$ cat config.mk
export PLATFORM = sky130hd
export DESIGN_NAME = fsgs_ctrl
export DESIGN_NICKNAME = d
export VERILOG_FILES = /design/src/rtl/fsgs_pkg.sv /design/src/rtl/fsgs_ctrl.sv
export SDC_FILE = /design/constraint.sdc
export NUM_CORES = 1
export LEC_CHECK = 0
export ABC_CLOCK_PERIOD_IN_PS = 2300
export BUFFER_PORTS_ARGS = -buffer_cell sky130_fd_sc_hd__buf_2
export CAP_MARGIN = 10
export CORE_UTILIZATION = 49
export DETAILED_ROUTE_END_ITERATION = 12
export PLACE_DENSITY = 0.89
export RECOVER_POWER = 25
export SETUP_SLACK_MARGIN = 0.1
export SLEW_MARGIN = 20
export SYNTH_ARGS = -nofsm -noshare
export SYNTH_HDL_FRONTEND = slang
export SYNTH_SLANG_ARGS = --single-unit
export TNS_END_PERCENT = 30
$ cat constraint.sdc
create_clock -name clock -period 2.3 [get_ports clock]
set_input_delay 0.345 -clock clock [delete_from_list [all_inputs] [get_ports clock]]
set_output_delay 0.345 -clock clock [all_outputs]
set_load 0.05 [all_outputs]
$ cat src/rtl/fsgs_pkg.sv
package fsgs_pkg;

   // Item kinds carried on req_tuser
   typedef enum logic [1:0] {
      ACT_WRITE   = 2'd0,
      ACT_READ    = 2'd1,
      ACT_ADVANCE = 2'd2,
      ACT_NONE    = 2'd3
   } action_type;

   // Configuration register indexes
   localparam logic [1:0] REG_ACTIVE_WIDTH  = 2'd0;
   localparam logic [1:0] REG_ACTIVE_HEIGHT = 2'd1;
   localparam logic [1:0] REG_EMPTY_VALUE   = 2'd2;
   localparam logic [1:0] REG_SAND_VALUE    = 2'd3;

   localparam int CSR_INDEX_BITS = 2;
   localparam int CSR_DATA_BITS  = 9;
   localparam int SIZE_BITS      = 9;
   localparam int VALUE_BITS     = 8;

   localparam logic [SIZE_BITS-1:0]  ACTIVE_SIZE_RESET = 9'd256;
   localparam logic [VALUE_BITS-1:0] EMPTY_RESET       = 8'd0;
   localparam logic [VALUE_BITS-1:0] SAND_RESET        = 8'd1;

   // Grid memory address source
   typedef enum logic [2:0] {
      ADDR_REQ    = 3'd0,
      ADDR_HERE   = 3'd1,
      ADDR_BELOW  = 3'd2,
      ADDR_BL     = 3'd3,
      ADDR_BR     = 3'd4,
      ADDR_TARGET = 3'd5,
      ADDR_CLEAR  = 3'd6
   } addr_sel_type;

   // Grid memory write data source
   typedef enum logic [1:0] {
      WD_REQ   = 2'd0,
      WD_SAND  = 2'd1,
      WD_EMPTY = 2'd2,
      WD_ZERO  = 2'd3
   } wdata_sel_type;

   // Which neighbor below receives the sand
   typedef enum logic [1:0] {
      TGT_BELOW = 2'd0,
      TGT_BL    = 2'd1,
      TGT_BR    = 2'd2
   } tgt_sel_type;

   typedef struct packed {
      logic          req_load;
      addr_sel_type  addr_sel;
      logic          mem_we;
      logic          mem_re;
      wdata_sel_type wdata_sel;
      logic          clr_step;
      logic          frame_init;
      logic          frame_step;
      logic          tgt_load;
      tgt_sel_type   tgt_sel;
      logic          rsp_load;
   } cmd_type;

   typedef struct packed {
      action_type action;
      logic       in_area;
      logic       frame_none;
      logic       rd_is_sand;
      logic       rd_is_empty;
      logic       col_gt0;
      logic       has_right;
      logic       last_col;
      logic       last_row;
      logic       clr_last;
      logic       rsp_free;
   } status_type;

endpackage

$ cat src/rtl/fsgs_ctrl.sv
module fsgs_ctrl (
   input  logic                  clock,
   input  logic                  reset,
   input  logic                  req_tvalid,
   output logic                  req_tready,
   input  fsgs_pkg::status_type  status,
   output fsgs_pkg::cmd_type     cmd
);

   typedef enum logic [11:0] {
      S_CLEAR      = 12'b000000000001,
      S_IDLE       = 12'b000000000010,
      S_DECODE     = 12'b000000000100,
      S_F_HERE     = 12'b000000001000,
      S_F_CHK_HERE = 12'b000000010000,
      S_F_CHK_B    = 12'b000000100000,
      S_F_CHK_L    = 12'b000001000000,
      S_F_CHK_R    = 12'b000010000000,
      S_F_WR_T     = 12'b000100000000,
      S_F_WR_H     = 12'b001000000000,
      S_F_NEXT     = 12'b010000000000,
      S_RESP       = 12'b100000000000
   } state_type;

   state_type state_ff, state_in;

   always_ff @(posedge clock) begin
      if (reset) begin
         state_ff <= S_CLEAR;
      end else begin
         state_ff <= state_in;
      end
   end

   assign req_tready = (state_ff == S_IDLE);

   // Next state and datapath commands
   always_comb begin
      state_in = state_ff;
      cmd      = '0;
      unique case (state_ff)
         S_CLEAR: begin
            cmd.addr_sel  = fsgs_pkg::ADDR_CLEAR;
            cmd.wdata_sel = fsgs_pkg::WD_ZERO;
            cmd.mem_we    = 1'b1;
            cmd.clr_step  = 1'b1;
            if (status.clr_last) begin
               state_in = S_IDLE;
            end
         end
         S_IDLE: begin
            if (req_tvalid) begin
               cmd.req_load = 1'b1;
               state_in     = S_DECODE;
            end
         end
         S_DECODE: begin
            state_in = S_RESP;
            unique case (status.action)
               fsgs_pkg::ACT_WRITE: begin
                  cmd.addr_sel  = fsgs_pkg::ADDR_REQ;
                  cmd.wdata_sel = fsgs_pkg::WD_REQ;
                  cmd.mem_we    = status.in_area;
               end
               fsgs_pkg::ACT_READ: begin
                  cmd.addr_sel = fsgs_pkg::ADDR_REQ;
                  cmd.mem_re   = status.in_area;
               end
               fsgs_pkg::ACT_ADVANCE: begin
                  if (!status.frame_none) begin
                     cmd.frame_init = 1'b1;
                     state_in       = S_F_HERE;
                  end
               end
               fsgs_pkg::ACT_NONE: begin
                  state_in = S_RESP;
               end
            endcase
         end
         S_F_HERE: begin
            cmd.addr_sel = fsgs_pkg::ADDR_HERE;
            cmd.mem_re   = 1'b1;
            state_in     = S_F_CHK_HERE;
         end
         S_F_CHK_HERE: begin
            if (status.rd_is_sand) begin
               cmd.addr_sel = fsgs_pkg::ADDR_BELOW;
               cmd.mem_re   = 1'b1;
               state_in     = S_F_CHK_B;
            end else begin
               state_in = S_F_NEXT;
            end
         end
         S_F_CHK_B: begin
            priority if (status.rd_is_empty) begin
               cmd.tgt_load = 1'b1;
               cmd.tgt_sel  = fsgs_pkg::TGT_BELOW;
               state_in     = S_F_WR_T;
            end else if (status.col_gt0) begin
               cmd.addr_sel = fsgs_pkg::ADDR_BL;
               cmd.mem_re   = 1'b1;
               state_in     = S_F_CHK_L;
            end else if (status.has_right) begin
               cmd.addr_sel = fsgs_pkg::ADDR_BR;
               cmd.mem_re   = 1'b1;
               state_in     = S_F_CHK_R;
            end else begin
               state_in = S_F_NEXT;
            end
         end
         S_F_CHK_L: begin
            priority if (status.rd_is_empty) begin
               cmd.tgt_load = 1'b1;
               cmd.tgt_sel  = fsgs_pkg::TGT_BL;
               state_in     = S_F_WR_T;
            end else if (status.has_right) begin
               cmd.addr_sel = fsgs_pkg::ADDR_BR;
               cmd.mem_re   = 1'b1;
               state_in     = S_F_CHK_R;
            end else begin
               state_in = S_F_NEXT;
            end
         end
         S_F_CHK_R: begin
            if (status.rd_is_empty) begin
               cmd.tgt_load = 1'b1;
               cmd.tgt_sel  = fsgs_pkg::TGT_BR;
               state_in     = S_F_WR_T;
            end else begin
               state_in = S_F_NEXT;
            end
         end
         S_F_WR_T: begin
            cmd.addr_sel  = fsgs_pkg::ADDR_TARGET;
            cmd.wdata_sel = fsgs_pkg::WD_SAND;
            cmd.mem_we    = 1'b1;
            state_in      = S_F_WR_H;
         end
         S_F_WR_H: begin
            cmd.addr_sel  = fsgs_pkg::ADDR_HERE;
            cmd.wdata_sel = fsgs_pkg::WD_EMPTY;
            cmd.mem_we    = 1'b1;
            state_in      = S_F_NEXT;
         end
         S_F_NEXT: begin
            cmd.frame_step = 1'b1;
            if (status.last_col && status.last_row) begin
               state_in = S_RESP;
            end else begin
               state_in = S_F_HERE;
            end
         end
         S_RESP: begin
            if (status.rsp_free) begin
               cmd.rsp_load = 1'b1;
               state_in     = S_IDLE;
            end
         end
         default: begin
            state_in = S_CLEAR;
         end
      endcase
   end

endmodule

==> summary.md <==
| Metric | Value |
|---|---|
| Post-DRT Antenna Nets | 0 |
| Crit path largest cell delay | 380 ps |
| Worst EP required | 1960 ps |
| Finish-stage setup viols | 5 |
| Worst Hold Margin | around 350 ps |
| Commonest non-fill, non-tap cells in the layout | buf_4 (29), buf_2 (14), nand2_1 (13) |
| Die Y | 44.9 um |
| Num Clock Sinks | 12 |
| TritonCTS buffer count | 3 |
| Total overflow reported by the global router | 0 |
| CP Capture Type | primary output |
| CP most frequent cell | buf_4 |
| Commonest non-fill, non-tap cell in the layout | buf_4 |
| Setup TNS | -346 ps |
| Failing checks | negative setup slack |
| I/O pins | 31 |
| Placement Rows | 15 |
| Minimum clock period | 2470 ps |
| Crit start category | flop |
| Place WS | 87.7 ps |
| Clock Latency Late Sink | 290 ps |
| CP Data Arrival Time | between 2000 and 2500 ps |
| Syn_nets | 127 |
| Relative slew slack | 0.687 |
| Actual slew at the worst max-slew pin | approximately 460 ps |
| Asr flop ratio synth | 0 |
| Largest registers | state_ff x12 |
| GRT Total Usage | 0.325 |
| Vias in the first global route | about 1000 |
| Status | finished with violations |
| EDFF count, synth | 0 |
| Fmax | just over 400 MHz |
| Gp weighted congestion | between 0.9 and 1 |
| Die W | between 40 and 50 um |
| Port buffer count | 30 |
| Clk buf depth | 2 |
| Hpwl dp | 2000 um |
| Drc violations | 0 |
| Most flops, register | state_ff |
| Post-CTS Hold Buffers | 0 |
| Initial core utilization | 0.522 |
| Via count | roughly 1200 |
| Root buf cell | clkbuf_4 |
| Max FFs per register | 12 |
| # Max-Cap Violations | 0 |
| Post-Syn Instances | around 110 |
| Mapped Area | around 900 um2 |
| Synthesis Warnings | 0 |
| Largest net degree at the start of global routing | 13 |
| WS Path Type | reg2out |
| Clk_skew | approximately 12 ps |
| Register area share after synthesis | 0.267 |
| Max Fanout on Critical Path | 5 |
| Initial antenna violation count | 0 |
| Leak | 0.616 nW |
| Drt total wl | 3490 um |
| WL per Instance | 18.4 um |
| Final #Nets | 180 |
| Top_reg_cell synth | dfxtp_1 |
| Worst vdd ir | 0.569 mV |
| Die area | 2010 um2 |
| Antenna cells | 0 |
| Core box area | ~1700 um2 |
| Post-synth cell types | 38 |
| Clk pin slew, worst setup/hold paths | 90 ps |
| First-pass GRT wire length | 4740 um |
| Tcrit/Tclk final | 1.07 |
| H-tree depth | 1 |
| Unrepaired setup endpoints after global routing | yes |
| Initial DRC count | 71 |
| Layout cells sized above 1 | 0.476 |
| Mean number of vias per cell | 6.22 |
| Final hold vios | 0 |
| PD cells | 602 nW/um2 |
| TritonRoute pass-1 iters | 5 |
| CTS tree | done |
| Post-route setup slack | -170 ps |
| Slowest-stage cell, CP | dfxtp_1 |
| #FFs+latches synth | 12 |
| Worst Hold Class | in2reg |
| Layout area overhead | 58.3% |
| Synth Area per Inst | 8.04 um2 |
| Slew Viols, Final | 0 |
| Power, Total | 858 uW |
| Crit-path cells | nor4_4 > buf_4 > nand3_4 > nor3b_4 > nand3b_1 > o211ai_1 > buf_4 |
-- cells in the mapped netlist, types with 4 or more instances --
cell | count | area [um2]
o21ai_0 | 4 | 20.0
nor4_1 | 6 | 37.5
nand3_1 | 4 | 20.0
nor3_1 | 5 | 25.0
nand2_1 | 13 | 48.8
nand2b_1 | 4 | 25.0
dfxtp_1 | 12 | 240
and2_1 | 4 | 25.0
nand4_1 | 5 | 31.3
inv_1 | 4 | 15.0
nor2_1 | 10 | 37.5
-- cells by family after synthesis --
family	count (synthesis)	synth area share
xor gates and xnor gates	3	0.0292
AOI/OAI and AO/OA	13	0.0903
DFF	12	0.267
and+or+nand+nor	75	0.558
buffers and inverters	8	0.0444
muxes	1	0.0111
-- per-stage QoR --
stage / instances / instance area (um2) / utilization
after CTS: 186 / 1330 / 0.770
after global routing: 189 / 1430 / 0.826
after floorplan: 112 / 907 / -
after global placement: 174 / 1150 / 0.664
after detailed placement: 174 / 1150 / 0.664
final: 189 / 1430 / 0.826
-- critical path, delay by kind of cell, from the launching register on --
family	cells	cell delay, ps
AOI/OAI and AO/OA	1	230
and+or+nand+nor	4	790
buffers and inverters	2	430
DFF	1	380
-- where the power goes --
part / internal, mW / leakage, nW / switching [mW]
clock network: 0.0966 / 0.0210 / 0.0843
registers: 0.216 / 0.100 / 0.0149
logic: 0.152 / 0.495 / 0.295
total: 0.464 / 0.616 / 0.394
-- layout make-up --
type                    instances  area (um2)
well taps                      25        31.3
repair buffers                 52         389
flip-flops and latches         12         250
inverters                       4        15.0
clock buffers                   4        36.3
fillers                        92         300
multi-input cells              92         704
-- final timing paths --
kind	to	slack, ps	from	depth (start not counted)
worst max register to register	state_ff[1]	260	state_ff[5]	7
worst min-delay path	state_ff[11]	350	status[2]	3
worst min register to register	state_ff[9]	690	state_ff[9]	4
worst max-delay path	cmd[10]	-170	state_ff[5]	7
-- routing by layer --
layer	vias to the layer above	global-route usage	routed length (um)
li1	526	-	-
met1	555	0.425	1370
met2	82	0.541	1670
met3	12	0.0440	342
met4	0	0.127	109
met5	-	0	0
-- timing repair --
item / 4_1_cts / 5_1_grt
setup endpoints to repair: 13 / 16
setup buffers: 8 / 3
pin swaps: 11 / 4
gates cloned: 0 / 0
resized for setup: 28 / 26
(Power assumes the default switching activity.)
